$ cat src/hw/rtl/gdo_pkg.sv
// Shared types, constants and calendar helper functions for the date offset block.
// No dependencies; imported by every module of the block.
`timescale 1ns / 1ps

package gdo_pkg;

  localparam int OFFSET_BITS_DEF = 20;
  localparam int DAY_W = 5;
  localparam int MON_W = 4;
  localparam int YEAR_W = 14;
  localparam int DAYS_W = 22;
  localparam int ALU_W_DEF = 25;

  localparam logic [MON_W-1:0] MONTHS = 4'd12;
  localparam logic [YEAR_W-1:0] YEAR_MAX = 14'd9999;
  localparam logic [DAY_W-1:0] DAY_LAST = 5'd31;
  localparam logic [DAYS_W-1:0] DAYS_PAST_END = 22'd3652059;

  typedef enum logic [1:0] {
    CH_400,
    CH_100,
    CH_4,
    CH_1
  } chunk_t;

  typedef enum logic [3:0] {
    OP_IDLE,
    OP_YSTEP,
    OP_CLAMP,
    OP_SMON,
    OP_SDAY,
    OP_OFF,
    OP_CHK,
    OP_RSTEP,
    OP_RMON,
    OP_DONE
  } op_t;

  typedef enum logic [3:0] {
    ST_IDLE,
    ST_Y400,
    ST_Y100,
    ST_Y4,
    ST_Y1,
    ST_CLAMP,
    ST_SMON,
    ST_SDAY,
    ST_OFF,
    ST_CHK,
    ST_R400,
    ST_R100,
    ST_R4,
    ST_R1,
    ST_RMON,
    ST_DONE
  } state_t;

  typedef struct packed {
    op_t    op;
    chunk_t chunk;
    logic   busy;
    logic   done;
  } ctl_t;

  typedef struct packed {
    logic step_ok;
    logic neg;
    logic high;
  } stat_t;

  function automatic logic [DAY_W-1:0] month_len(input logic [MON_W-1:0] m, input logic leap);
    logic [DAY_W-1:0] len;
    case (m) inside
      4'd4, 4'd6, 4'd9, 4'd11: len = 5'd30;
      4'd2:                    len = leap ? 5'd29 : 5'd28;
      default:                 len = 5'd31;
    endcase
    return len;
  endfunction

  function automatic logic [DAYS_W-1:0] chunk_days(input chunk_t ch);
    logic [DAYS_W-1:0] d;
    case (ch)
      CH_400:  d = 22'd146097;
      CH_100:  d = 22'd36524;
      CH_4:    d = 22'd1461;
      default: d = 22'd365;
    endcase
    return d;
  endfunction

  function automatic logic [YEAR_W-1:0] chunk_years(input chunk_t ch);
    logic [YEAR_W-1:0] y;
    case (ch)
      CH_400:  y = 14'd400;
      CH_100:  y = 14'd100;
      CH_4:    y = 14'd4;
      default: y = 14'd1;
    endcase
    return y;
  endfunction

endpackage

$ cat src/hw/rtl/gdo_alu.sv
// Shared add/subtract unit of the date offset block; one operation per cycle.
// Depends on gdo_pkg for the default width.
`timescale 1ns / 1ps

module gdo_alu
  import gdo_pkg::*;
#(
  parameter int W = ALU_W_DEF
) (
  input  logic [W-1:0] a,
  input  logic [W-1:0] b,
  input  logic         sub,
  output logic [W-1:0] y,
  output logic         nonneg
);

  assign y = a + (sub ? ~b : b) + {{(W-1){1'b0}}, sub};
  assign nonneg = ~y[W-1];

endmodule

$ cat src/hw/rtl/gdo_ctrl.sv
// Sequencer of the date offset block: steps through year chunks and months.
// Depends on gdo_pkg for the state, operation and status types.
`timescale 1ns / 1ps

module gdo_ctrl
  import gdo_pkg::*;
(
  input  logic  clk,
  input  logic  rst,
  input  logic  in_valid,
  input  logic  out_stall,
  input  stat_t st,
  output ctl_t  ctl
);

  state_t state, state_next;

  always_ff @(posedge clk) begin
    if (rst) begin
      state <= ST_IDLE;
    end else begin
      state <= state_next;
    end
  end

  always_comb begin
    state_next = state;
    case (state)
      ST_IDLE:  if (in_valid) state_next = ST_Y400;
      ST_Y400:  if (!st.step_ok) state_next = ST_Y100;
      ST_Y100:  if (!st.step_ok) state_next = ST_Y4;
      ST_Y4:    if (!st.step_ok) state_next = ST_Y1;
      ST_Y1:    if (!st.step_ok) state_next = ST_CLAMP;
      ST_CLAMP: state_next = ST_SMON;
      ST_SMON:  if (!st.step_ok) state_next = ST_SDAY;
      ST_SDAY:  state_next = ST_OFF;
      ST_OFF:   state_next = ST_CHK;
      ST_CHK:   state_next = (st.neg || st.high) ? ST_DONE : ST_R400;
      ST_R400:  if (!st.step_ok) state_next = ST_R100;
      ST_R100:  if (!st.step_ok) state_next = ST_R4;
      ST_R4:    if (!st.step_ok) state_next = ST_R1;
      ST_R1:    if (!st.step_ok) state_next = ST_RMON;
      ST_RMON:  if (!st.step_ok) state_next = ST_DONE;
      ST_DONE:  if (!out_stall) state_next = ST_IDLE;
      default:  state_next = ST_IDLE;
    endcase
  end

  always_comb begin
    ctl.op    = OP_IDLE;
    ctl.chunk = CH_400;
    ctl.busy  = 1'b1;
    ctl.done  = 1'b0;
    case (state)
      ST_IDLE:  ctl.busy = 1'b0;
      ST_Y400:  ctl.op = OP_YSTEP;
      ST_Y100:  begin
        ctl.op    = OP_YSTEP;
        ctl.chunk = CH_100;
      end
      ST_Y4:    begin
        ctl.op    = OP_YSTEP;
        ctl.chunk = CH_4;
      end
      ST_Y1:    begin
        ctl.op    = OP_YSTEP;
        ctl.chunk = CH_1;
      end
      ST_CLAMP: ctl.op = OP_CLAMP;
      ST_SMON:  ctl.op = OP_SMON;
      ST_SDAY:  ctl.op = OP_SDAY;
      ST_OFF:   ctl.op = OP_OFF;
      ST_CHK:   ctl.op = OP_CHK;
      ST_R400:  ctl.op = OP_RSTEP;
      ST_R100:  begin
        ctl.op    = OP_RSTEP;
        ctl.chunk = CH_100;
      end
      ST_R4:    begin
        ctl.op    = OP_RSTEP;
        ctl.chunk = CH_4;
      end
      ST_R1:    begin
        ctl.op    = OP_RSTEP;
        ctl.chunk = CH_1;
      end
      ST_RMON:  ctl.op = OP_RMON;
      ST_DONE:  begin
        ctl.op   = OP_DONE;
        ctl.done = 1'b1;
      end
      default:  ctl.busy = 1'b1;
    endcase
  end

endmodule

$ cat src/hw/rtl/gregorian_date_offset.sv
// Top level of the Gregorian date offset block: datapath registers and handshakes.
// Depends on gdo_pkg, gdo_alu and gdo_ctrl.
`timescale 1ns / 1ps

// Adds a signed day offset to a Gregorian date and returns the new date.
// Input channel: in_valid/in_stall with start_day, start_month, start_year and
// day_offset; a transfer happens when in_valid is high and in_stall is low.
// Output channel: out_valid/out_stall with result_day, result_month,
// result_year and out_of_range; the result stays put while out_stall is high.
// One item is processed at a time; in_stall is high from the transfer until
// the result has been taken. The start date is turned into a day count by
// stepping through 400, 100, 4 and 1 year chunks and then months, the offset
// is added, and the count is taken apart the same way. Every step is one pass
// through the shared adder, so the time from input transfer to result valid
// depends on the year and month of the start date and of the result; the next
// input transfer can come in the cycle after the result transfer. A result
// that falls outside years 1 to 9999 is saturated to the first or last day
// and flagged with out_of_range.
// Reset returns the sequencer to idle and drops out_valid; no clearing pass
// is needed. While the receiver stalls, the block simply holds its result.
module gregorian_date_offset
  import gdo_pkg::*;
#(
  parameter int OFFSET_BITS = OFFSET_BITS_DEF
) (
  input  logic                          clk,
  input  logic                          rst,
  input  logic                          in_valid,
  output logic                          in_stall,
  input  logic [DAY_W-1:0]              start_day,
  input  logic [MON_W-1:0]              start_month,
  input  logic [YEAR_W-1:0]             start_year,
  input  logic signed [OFFSET_BITS-1:0] day_offset,
  output logic                          out_valid,
  input  logic                          out_stall,
  output logic [DAY_W-1:0]              result_day,
  output logic [MON_W-1:0]              result_month,
  output logic [YEAR_W-1:0]             result_year,
  output logic                          out_of_range
);

  // Room for the day count plus any offset, and for the range compare.
  localparam int MAG_W = (OFFSET_BITS - 1 > DAYS_W) ? OFFSET_BITS - 1 : DAYS_W;
  localparam int ACC_W = MAG_W + 3;

  ctl_t  ctl;
  stat_t st;

  logic [ACC_W-1:0]       acc;
  logic [OFFSET_BITS-1:0] off_r;
  logic [YEAR_W-1:0]      yr;
  logic [MON_W-1:0]       mon;
  logic [MON_W-1:0]       kmon;
  logic [DAY_W-1:0]       day;
  logic [1:0]             cnt100;
  logic [4:0]             cnt4;
  logic [1:0]             cnt1;
  logic                   flag;

  logic [MON_W-1:0]  m_cl;
  logic [YEAR_W-1:0] y_cl;
  logic              leap;
  logic [DAY_W-1:0]  len_cur;
  logic [DAY_W-1:0]  len_k;
  logic [DAYS_W-1:0] kdays;
  logic [YEAR_W-1:0] kyears;
  logic [ACC_W-1:0]  opnd;
  logic              alu_sub;
  logic [ACC_W-1:0]  alu_y;
  logic              alu_nonneg;
  logic              cap_ok;
  logic              accept;

  assign accept    = in_valid && !in_stall;
  assign in_stall  = ctl.busy;
  assign out_valid = ctl.done;

  assign result_day   = day;
  assign result_month = mon;
  assign result_year  = yr;
  assign out_of_range = flag;

  assign m_cl = (start_month == '0) ? 4'd1 : ((start_month > MONTHS) ? MONTHS : start_month);
  assign y_cl = (start_year == '0) ? 14'd1 : ((start_year > YEAR_MAX) ? YEAR_MAX : start_year);

  // The chunk counters hold the year as 400a + 100b + 4c + q + 1, so the
  // leap rule reduces to checks on the last three counts.
  assign leap = (cnt1 == 2'd3) && ((cnt4 != 5'd24) || (cnt100 == 2'd3));

  assign len_cur = month_len(mon, leap);
  assign len_k   = month_len(kmon, leap);
  assign kdays   = chunk_days(ctl.chunk);
  assign kyears  = chunk_years(ctl.chunk);

  always_comb begin
    opnd    = '0;
    alu_sub = 1'b0;
    case (ctl.op)
      OP_YSTEP: opnd = {{(ACC_W-DAYS_W){1'b0}}, kdays};
      OP_SMON:  opnd = {{(ACC_W-DAY_W){1'b0}}, len_k};
      OP_SDAY:  opnd = {{(ACC_W-DAY_W){1'b0}}, day - 5'd1};
      OP_OFF:   opnd = {{(ACC_W-OFFSET_BITS){off_r[OFFSET_BITS-1]}}, off_r};
      OP_CHK:   begin
        opnd    = {{(ACC_W-DAYS_W){1'b0}}, DAYS_PAST_END};
        alu_sub = 1'b1;
      end
      OP_RSTEP: begin
        opnd    = {{(ACC_W-DAYS_W){1'b0}}, kdays};
        alu_sub = 1'b1;
      end
      OP_RMON:  begin
        opnd    = {{(ACC_W-DAY_W){1'b0}}, len_cur};
        alu_sub = 1'b1;
      end
      default:  opnd = '0;
    endcase
  end

  gdo_alu #(
    .W(ACC_W)
  ) u_alu (
    .a      (acc),
    .b      (opnd),
    .sub    (alu_sub),
    .y      (alu_y),
    .nonneg (alu_nonneg)
  );

  // A 400-year remainder holds at most three full 100-year chunks, and a
  // 4-year remainder at most three full years.
  always_comb begin
    case (ctl.chunk)
      CH_100:  cap_ok = (cnt100 != 2'd3);
      CH_1:    cap_ok = (cnt1 != 2'd3);
      default: cap_ok = 1'b1;
    endcase
  end

  always_comb begin
    case (ctl.op)
      OP_YSTEP: st.step_ok = (yr >= kyears);
      OP_SMON:  st.step_ok = (kmon < mon);
      OP_RSTEP: st.step_ok = alu_nonneg && cap_ok;
      OP_RMON:  st.step_ok = (mon != MONTHS) && alu_nonneg;
      default:  st.step_ok = 1'b0;
    endcase
    st.neg  = acc[ACC_W-1];
    st.high = alu_nonneg;
  end

  gdo_ctrl u_ctrl (
    .clk       (clk),
    .rst       (rst),
    .in_valid  (in_valid),
    .out_stall (out_stall),
    .st        (st),
    .ctl       (ctl)
  );

  always_ff @(posedge clk) begin
    case (ctl.op)
      OP_IDLE: begin
        if (accept) begin
          acc    <= '0;
          off_r  <= day_offset;
          day    <= start_day;
          mon    <= m_cl;
          yr     <= y_cl - 14'd1;
          kmon   <= 4'd1;
          cnt100 <= '0;
          cnt4   <= '0;
          cnt1   <= '0;
          flag   <= 1'b0;
        end
      end
      OP_YSTEP: begin
        if (st.step_ok) begin
          yr  <= yr - kyears;
          acc <= alu_y;
          case (ctl.chunk)
            CH_100:  cnt100 <= cnt100 + 2'd1;
            CH_4:    cnt4 <= cnt4 + 5'd1;
            CH_1:    cnt1 <= cnt1 + 2'd1;
            default: cnt100 <= cnt100;
          endcase
        end
      end
      OP_CLAMP: begin
        if (day == '0) begin
          day <= 5'd1;
        end else if (day > len_cur) begin
          day <= len_cur;
        end
      end
      OP_SMON: begin
        if (st.step_ok) begin
          acc  <= alu_y;
          kmon <= kmon + 4'd1;
        end
      end
      OP_SDAY, OP_OFF: begin
        acc <= alu_y;
      end
      OP_CHK: begin
        if (st.neg) begin
          day  <= 5'd1;
          mon  <= 4'd1;
          yr   <= 14'd1;
          flag <= 1'b1;
        end else if (st.high) begin
          day  <= DAY_LAST;
          mon  <= MONTHS;
          yr   <= YEAR_MAX;
          flag <= 1'b1;
        end else begin
          yr     <= 14'd1;
          mon    <= 4'd1;
          cnt100 <= '0;
          cnt4   <= '0;
          cnt1   <= '0;
        end
      end
      OP_RSTEP: begin
        if (st.step_ok) begin
          yr  <= yr + kyears;
          acc <= alu_y;
          case (ctl.chunk)
            CH_100:  cnt100 <= cnt100 + 2'd1;
            CH_4:    cnt4 <= cnt4 + 5'd1;
            CH_1:    cnt1 <= cnt1 + 2'd1;
            default: cnt100 <= cnt100;
          endcase
        end
      end
      OP_RMON: begin
        if (st.step_ok) begin
          acc <= alu_y;
          mon <= mon + 4'd1;
        end else begin
          day <= acc[DAY_W-1:0] + 5'd1;
        end
      end
      default: begin
        acc <= acc;
      end
    endcase
  end

endmodule
$ cat config.mk
export PLATFORM = sky130hd
export DESIGN_NAME = gregorian_date_offset
export DESIGN_NICKNAME = d
export VERILOG_FILES = /design/src/hw/rtl/gdo_pkg.sv /design/src/hw/rtl/gdo_alu.sv /design/src/hw/rtl/gdo_ctrl.sv /design/src/hw/rtl/gregorian_date_offset.sv
export SDC_FILE = /design/constraint.sdc
export NUM_CORES = 1
export LEC_CHECK = 0
export BUFFER_PORTS_ARGS = -buffer_cell sky130_fd_sc_hd__buf_2
export CAP_MARGIN = 40
export CORE_MARGIN = 3
export CORE_UTILIZATION = 55
export CTS_CLUSTER_DIAMETER = 50
export DETAILED_ROUTE_END_ITERATION = 16
export HOLD_SLACK_MARGIN = 0.08
export MAX_ROUTING_LAYER = met4
export PLACE_DENSITY = 0.77
export SYNTH_ARGS = -nofsm -noshare
export SYNTH_HDL_FRONTEND = slang
export SYNTH_HIERARCHICAL = 1
export SYNTH_SLANG_ARGS = --single-unit
$ cat constraint.sdc
create_clock -name clk -period 10 [get_ports clk]
set_clock_uncertainty 0.1 [all_clocks]
set_input_delay 2 -clock clk [delete_from_list [all_inputs] [get_ports clk]]
set_output_delay 2 -clock clk [all_outputs]
set_load 0.01 [all_outputs]
Yosys cells after proc, flatten, opt, wreduce, memory -nomap -nowiden. Index checks and enable logic that the tools add are counted. Widths: inputs -> output; s select.

Bits of input ports: 47. Word-level logic and storage cells: 217. Bits in registers: 86. Output and inout bits: 26.

$lt $le $gt $ge: 5. Reduce and logical (&&, ||, !) cells: 41. Add/sub/neg operators: 12. Eq/ne operators: 69. Bitwise operators: 2. Muxes and demuxes: 77.

Operators with widths (number): $pmux 25 s6 (1); $mux 14 (7); $mux 4 (20); $mux 25 (3); $pmux 25 s3 (1); $pmux 4 s16 (1); $pmux 14 s4 (1); $mux 5 (11); $pmux 18 s3 (1); $eq 4x4->1 const B (13); $eq 4x3->1 const B (12); $ne 2x2->1 const B (18); $pmux 4 s9 (1); $pmux 9 s3 (1); $add 25x1->25 (1); $add 25x25->25 (1); $not 25->25 (1); $eq 4x2->1 const B (6); $mux 2 (11); $pmux 5 s4 (1); $reduce_or 4->1 (5); $ne 2x1->1 const B (9); $pmux 2 s3 (3); $reduce_and 6->1 (3); other kinds (42) (74).

Depth between registers and ports, before layout. Gate-level depths: netlist of run 1.

Depth in word-level cells: 16. Mapped depth: 31. Mapped depth without buffers: 28.

Hierarchy. The synthesis of run 1 kept the hierarchy.

By module, submodules not included: gregorian_date_offset (area an instance 5813.1 µm², times used 1, cells an instance 616, seq. area each 2462.4 µm²); gdo_alu (area an instance 1722.9 µm², times used 1, cells an instance 241, seq. area each 0.0 µm²); gdo_ctrl (area an instance 555.5 µm², times used 1, cells an instance 74, seq. area each 80.1 µm²).

Least setup slack after synthesis of run 1. Ideal clock, no wire load.

Kind: reg2reg. Start: register u_ctrl.state[0]. End: register acc[0], enable pin. Buffers on the path: 5. Data required time: 9455 ps. Slack: 3767 ps. Cell stages (with the launch flop): 27. Setup time: 445 ps. Data arrival time: 5687 ps. Period minus slack after synthesis: 6233 ps. Cells stage by stage: dfxtp_1 -> inv_1 -> ha_1 -> clkbuf_1 -> o21ai_0 -> a21oi_1 -> buf_2 -> and2b_1 -> nand2_1 -> inv_2 -> nor2_1 -> nand2_1 -> buf_2 -> buf_1 -> xor2_1 -> ha_1 -> buf_6 -> a21oi_2 -> o21ai_1 -> a2111o_1 -> a211o_1 -> and4_4 -> nor3_1 -> o21ai_1 -> o21ai_1 -> a21oi_1 -> o31ai_1.

RTL lines: start: declaration (line gdo_ctrl.sv:16) `state_t state, state_next;`; start signal: assignment (line gdo_ctrl.sv:22) `state <= state_next;`; end signal: assignment (line gregorian_date_offset.sv:179) `acc <= alu_y;`; end signal: assignment (line gregorian_date_offset.sv:197) `acc <= alu_y;`; end signal: assignment (line gregorian_date_offset.sv:202) `acc <= alu_y;`; end: declaration (line gregorian_date_offset.sv:49) `logic [ACC_W-1:0] acc;`.

==> metrics.yaml, run 1 <==
status: "completed"
routed_via_density: 6.36
grt_util_all_layers_pct: 27.7
grt_max_degree: 26
vias: 7442
drt_first_iter_violations: 735
cts-buffers-inserted: 9
worstSkewPairLatency_ns: 0.36
clk_root_buffer_cell: "sky130_fd_sc_hd__clkbuf_16"
clock_sink_count: 86
synth-edff-count: 82
synth_area_um2: 8090
syn_avg_cell_area_um2: 8.69
floorplan.io_pins: 73
hold-worst-slack_ns: 0.418
post-route-min-period_ns: 7.26
routabilityCongestion: 0.955
cts_buffer_depth: 2
synth_seq_area_share_pct: 31.4
startpoint: "u_ctrl/state[1]"
tns_setup_ns: 0
cts.repair_timing.setup_buffer_count: 0
timing.final.max_slew_violations: 0
final.period_utilization_pct: 72.6
first_global_vias: 6774
worst_slew_margin_rel_pct: 45.1
clkSlewWorstSetupHoldPaths_ns: 0.06
cts_hold_buf: 0
diodes: 0
core_rows: 43
ctsResizeCount: 0
worst-slew-pin-transition_ns: 0.823
critical_path.max_stage_delay_ns: 0.57
holdCritStartpoint: "u_ctrl/state[1]"
r2r_start: "u_ctrl/state[1]"
timing.final.hold_violations: 0
ys_ff_latch: 86
worstPathRequired_ns: 9.96
design.final.nets: 1103
timing.fmax_mhz: 138
total_routed_wirelength_um: 22100
cpMaxStageDelayCell: "sky130_fd_sc_hd__or4_1"
setup-violations-final: 0
worst_setup_slack_final_ns: 2.74
chipWidth_um: 127
start_kind: "flip-flop"
detailed_place_hpwl_um: 16700
critPathArrivalTime_ns: 7.22
static-leakage-power_nw: 3.83
synthesis.nets: 1049
htree_levels: 3
antenna_violating_nets_post_route: 0
portBuffers: 72
gr-total-overflow: 0
finalCoreUtilization_pct: 62.8
grt_setup_unrepaired: "false"
setup.worst_path.end_class: "flip-flop"
synthDistinctLibCells: 97
async_reset_ff_share_pct: 0
powerDensity_nw_per_um2: 345
post_synth_inst_count: 931
cts_tree: "built"
die-height_um: 127
place_ws_ns: 3.01
core_um2: 14100
vdd.ir_drop.worst_mv: 0.140
design.die.area_um2: 16200
start_util_pct: 57.2
grt_first_pass_wirelength_um: 35100
fraction_of_layout_instances_using_a_drive_strength_above_1_pct: 12.9
ys_dominant_reg_cell: "sky130_fd_sc_hd__edfxtp_1"
max_cap_viol_count: 0
yosysWarnings: 6
drt_pre_antenna_iters: 5
most_frequent_standard_cell_in_the_layout_excluding_fill_and_tap_cells: "sky130_fd_sc_hd__nor2_1"
worstPathMaxFanout: 25
final_cell_mix: "sky130_fd_sc_hd__nor2_1, sky130_fd_sc_hd__edfxtp_1, sky130_fd_sc_hd__nand2_1"
worstHoldPathType: "reg -> reg"
critical_path_class: "reg -> reg"
wl_per_cell_um: 18.9
syn_to_final_growth_pct: 9.82
grt_antenna_before_repair: 0
drc: 0
[area by class of cell]
class,count,area [um^2]
repair buffers,83,450
well taps,180,225
inverters,46,173
clock buffers,9,225
flip-flops and latches,86,2540
clock inverters,7,66.3
fillers,1252,5260
multi-input cells,759,5200
[metal layers]
layer	track usage, %	vias to the layer above	routed length [um]
met5	-	-	0
met3	4.14	40	1840
met4	9.21	0	527
li1	-	3537	-
met1	40.1	3509	10200
met2	39.9	356	9530
[power breakdown]
part / switching, mW / leakage (nW) / internal (mW)
sequential: 0.146 / 0.829 / 0.661
clock: 0.161 / 0.136 / 0.174
combinational: 1.19 / 2.86 / 0.737
[worst max-delay path: cells and delay by family, from the launching register on]
| kind | cells | cell delay [ns] |
|---|---|---|
| AOI/OAI and AO/OA | 8 | 1.42 |
| xor gates and xnor gates | 1 | 0.13 |
| adders and majority gates | 2 | 0.72 |
| buffers and inverters | 5 | 1.33 |
| DFF | 1 | 0.37 |
| and+or+nand+nor | 10 | 2.86 |
[state kept, by name (all words and copies together), names as in the netlist]
register / cells
acc: 25
cnt1: 2
cnt100: 2
cnt4: 5
kmon: 4
off_r: 20
out_of_range: 1
result_day: 5
result_month: 4
result_year: 14
u_ctrl/state: 4
[synth_stat cells (all sizes together), types with 5 or more instances]
library cell | instances | area, um^2
nor2 | 100 | 378
edfxtp | 82 | 2460
nand2 | 82 | 310
a21oi | 78 | 398
ha | 70 | 876
o21ai | 56 | 280
inv | 46 | 173
xor2 | 41 | 359
nor2b | 39 | 251
xnor2 | 25 | 238
buf | 21 | 115
nand3 | 21 | 110
clkbuf | 19 | 71.3
nor3 | 19 | 95.1
a21o | 15 | 113
nand2b | 14 | 95.1
a211oi | 12 | 95.1
and2 | 11 | 68.8
nor4 | 11 | 68.8
nand4 | 9 | 56.3
o22ai | 9 | 56.3
and3 | 8 | 51.3
mux2i | 8 | 80.1
nand3b | 7 | 52.6
o211ai | 7 | 57.6
o31ai | 7 | 52.6
a211o | 6 | 52.6
a221o | 6 | 60.1
a22oi | 6 | 50.1
a31oi | 6 | 37.5
o2111ai | 5 | 43.8
o21a | 5 | 37.5
[cells by family (layout without fill, tap and decap cells)]
| logic type | after synthesis | in the layout | share of synthesized area, % |
|---|---|---|---|
| buffers and inverters | 86 | 145 | 4.44 |
| and+or+nand+nor | 348 | 348 | 21.9 |
| adders and majority gates | 71 | 71 | 11.1 |
| muxes | 10 | 10 | 1.45 |
| xor gates and xnor gates | 66 | 66 | 7.38 |
| AOI/OAI and AO/OA | 264 | 264 | 22.3 |
| DFF | 86 | 86 | 31.4 |
[worst paths after layout]
path,slack [ns],to,cells after the start
worst min-delay path,0.42,u_ctrl/state[1],2
worst max register to register,2.74,result_year[2],26
worst max-delay path,2.74,result_year[2],26
worst min register to register,0.42,u_ctrl/state[1],2
[stage by stage]
stage	total power, mW	area (um^2)	std cells
after CTS	3.04	8890	1170
after global routing	3.29	8890	1170
final	3.07	8890	1170
after detailed placement	2.68	8590	1154
after global placement	2.65	8570	1152
after floorplan	2.20	8090	931
(Power assumes the default switching activity.)
==> run 2: changes to the inputs <==
Settings changed: ABC_AREA from default to 1, PLACE_DENSITY 0.77 to 0.76.
Clock period 10 ns to 7.05 ns, I/O delays scaled along.
==> run 2 against run 1 <==
Sequential share of layout area decreased by 2.8 points; non-clock buffer count fell by 6; setup slack worse by 1.9 ns; critical endpoint is now u_ctrl/state[1]; core utilization down 0.98 points; first-iteration DRC count grew 18%.
==> metrics.yaml, run 2 <==
worst_slew_margin_rel_pct: 45.5
clk_root_buffer_cell: "sky130_fd_sc_hd__clkbuf_16"
critical_path_class: "reg -> reg"
core_um2: 15900
post-synth-top-area-cell: "sky130_fd_sc_hd__edfxtp_1"
setup.worst_path.end_class: "flip-flop"
fraction_of_layout_instances_using_a_drive_strength_above_1_pct: 13.1
drc: 0
synth_seq_area_share_pct: 28.2
design.final.nets: 1498
r2r_setup_slack_ns: 0.81
start_util_pct: 56.5
die-height_um: 134
routabilityCongestion: 0.993
flip_flop_count_of_the_largest_register_all_copies_and_words_added: 25
timing.final.max_slew_violations: 0
worst-slew-pin-transition_ns: 0.815
worstHoldPathType: "reg -> reg"
setup-violations-final: 0
drt_pre_antenna_iters: 5
ys_ff_latch: 86
worstPathMaxFanout: 14
grt_max_degree: 27
worstSkewPairLatency_ns: 0.35
synthesis.nets: 1432
timing.fmax_mhz: 160
syn_to_final_growth_pct: 9.45
grt_first_pass_wirelength_um: 40000
timing.final.hold_violations: 0
r2r_start: "u_ctrl/state[0]"
post_synth_inst_count: 1314
final_cell_mix: "sky130_fd_sc_hd__nand2_1, sky130_fd_sc_hd__inv_1, sky130_fd_sc_hd__nor2_1"
ys_dominant_reg_cell: "sky130_fd_sc_hd__edfxtp_1"
synth-edff-count: 82
most_frequent_standard_cell_in_the_layout_excluding_fill_and_tap_cells: "sky130_fd_sc_hd__nand2_1"
multi_input_area_um2: 5380
cts_buffer_depth: 2
post-synth-top-area-fraction_pct: 27.3
grt_antenna_before_repair: 0
critPathArrivalTime_ns: 6.39
startpoint: "u_ctrl/state[0]"
htree_levels: 3
portBuffers: 72
synthTopCellsByCount: "sky130_fd_sc_hd__nand2_1, sky130_fd_sc_hd__inv_1, sky130_fd_sc_hd__nor2_1"
design.die.area_um2: 17900
cts_tree: "built"
regMostFlops: "acc"
post-route-min-period_ns: 6.24
grt_util_all_layers_pct: 28.7
vias: 8602
syn_avg_cell_area_um2: 6.85
floorplan.io_pins: 73
start_kind: "flip-flop"
synth_area_um2: 9000
critical_path.endpoint: "u_ctrl/state[1]"
routed_via_density: 5.37
cp_common_cell: "sky130_fd_sc_hd__nand2_1"
cts-buffers-inserted: 9
antenna_violating_nets_post_route: 0
critical_path.max_stage_delay_ns: 0.62
wl_per_cell_um: 15.6
reg2reg_to: "u_ctrl/state[1]"
ctsResizeCount: 0
final.period_utilization_pct: 88.5
clkSlewWorstSetupHoldPaths_ns: 0.07
detailed_place_hpwl_um: 19900
ys_top_cells_by_area: "sky130_fd_sc_hd__edfxtp_1, sky130_fd_sc_hd__nand2_1, sky130_fd_sc_hd__ha_1"
first_global_vias: 7996
filler_cell_count: 1510
total_routed_wirelength_um: 24900
async_reset_ff_share_pct: 0
yosysWarnings: 6
status: "completed"
synthDistinctLibCells: 53
max_cap_viol_count: 0
cts_hold_buf: 0
seqCellArea_um2: 2540
grt_setup_unrepaired: "false"
clock_sink_count: 86
r2r.worst_path.cells: 36
cpMaxStageDelayCell: "sky130_fd_sc_hd__nand2_1"
yosysMostFrequentCell: "sky130_fd_sc_hd__nand2_1"
core_rows: 46
drt_first_iter_violations: 864
worstPathRequired_ns: 7.20
gr-total-overflow: 0
cts.repair_timing.setup_buffer_count: 0
chipWidth_um: 134
diodes: 0
tns_setup_ns: 0
[run 2: worst min-delay path by stage]
stage	startpoint	to	slack, ns	cells past startpoint
after floorplan	u_ctrl/state[0]	u_ctrl/state[0]	0.46	4
after global placement	u_ctrl/state[0]	u_ctrl/state[0]	0.48	4
after detailed placement	cnt1[0]	cnt1[0]	0.49	1
after CTS	cnt1[0]	cnt1[0]	0.50	1
after global routing	cnt1[0]	cnt1[0]	0.53	1
final	cnt1[0]	cnt1[0]	0.51	1
[run 2: critical path: cells and delay by family, from the launching register on]
kind            cells  cell delay [ns]
flops               1             0.35
compound gates      5             0.99
simple gates       20             2.89
buf+inv             8             1.01
xor+xnor            1             0.15
fa+ha+maj           2             0.62
[run 2: logic make-up (layout without fill, tap and decap cells)]
logic type | after synthesis | after routing | share of synthesized area (%)
fa+ha+maj | 71 | 71 | 9.95
simple gates | 692 | 692 | 35.0
xor+xnor | 48 | 48 | 4.67
flops | 86 | 86 | 28.2
buf+inv | 261 | 332 | 12.0
compound gates | 156 | 156 | 10.1
[run 2: cell type report]
type                            count  share of cell area [%]
Sequential cell                    86                    25.8
Inverter                          239                    9.29
Clock buffer                       10                    2.42
Timing Repair Buffer               77                    4.37
Tap cell                          216                    2.74
Clock inverter                      6                   0.749
Multi-Input combinational cell    967                    54.6
[run 2: metal layers]
layer / wire (um) / vias to the layer above / GRT usage, % / part of all wire [%]
met1: 11400 / 3873 / 39.6 / 46
met4: 591 / 0 / 9.09 / 2.4
met2: 11000 / 324 / 43.2 / 44
met3: 1970 / 45 / 5.10 / 7.9
met5: 0 / - / - / 0
li1: - / 4360 / - / -
[run 2: stage by stage]
stage | utilization (%) | setup WS (ns) | cells | hold slack, ns | cell area (um^2)
global placement | 59.7 | 1.12 | 1584 | 0.476 | 9520
floorplan | - | 1.89 | 1314 | 0.461 | 9000
detailed placement | 59.9 | 0.901 | 1585 | 0.493 | 9540
finish | 61.8 | 0.813 | 1601 | 0.506 | 9860
CTS | 61.8 | 0.871 | 1601 | 0.502 | 9860
global route | 61.8 | 0.238 | 1601 | 0.528 | 9860
Power of run 2 is not shown: default switching activity piles up to over one toggle a cycle in this logic, so the estimate is an artifact.
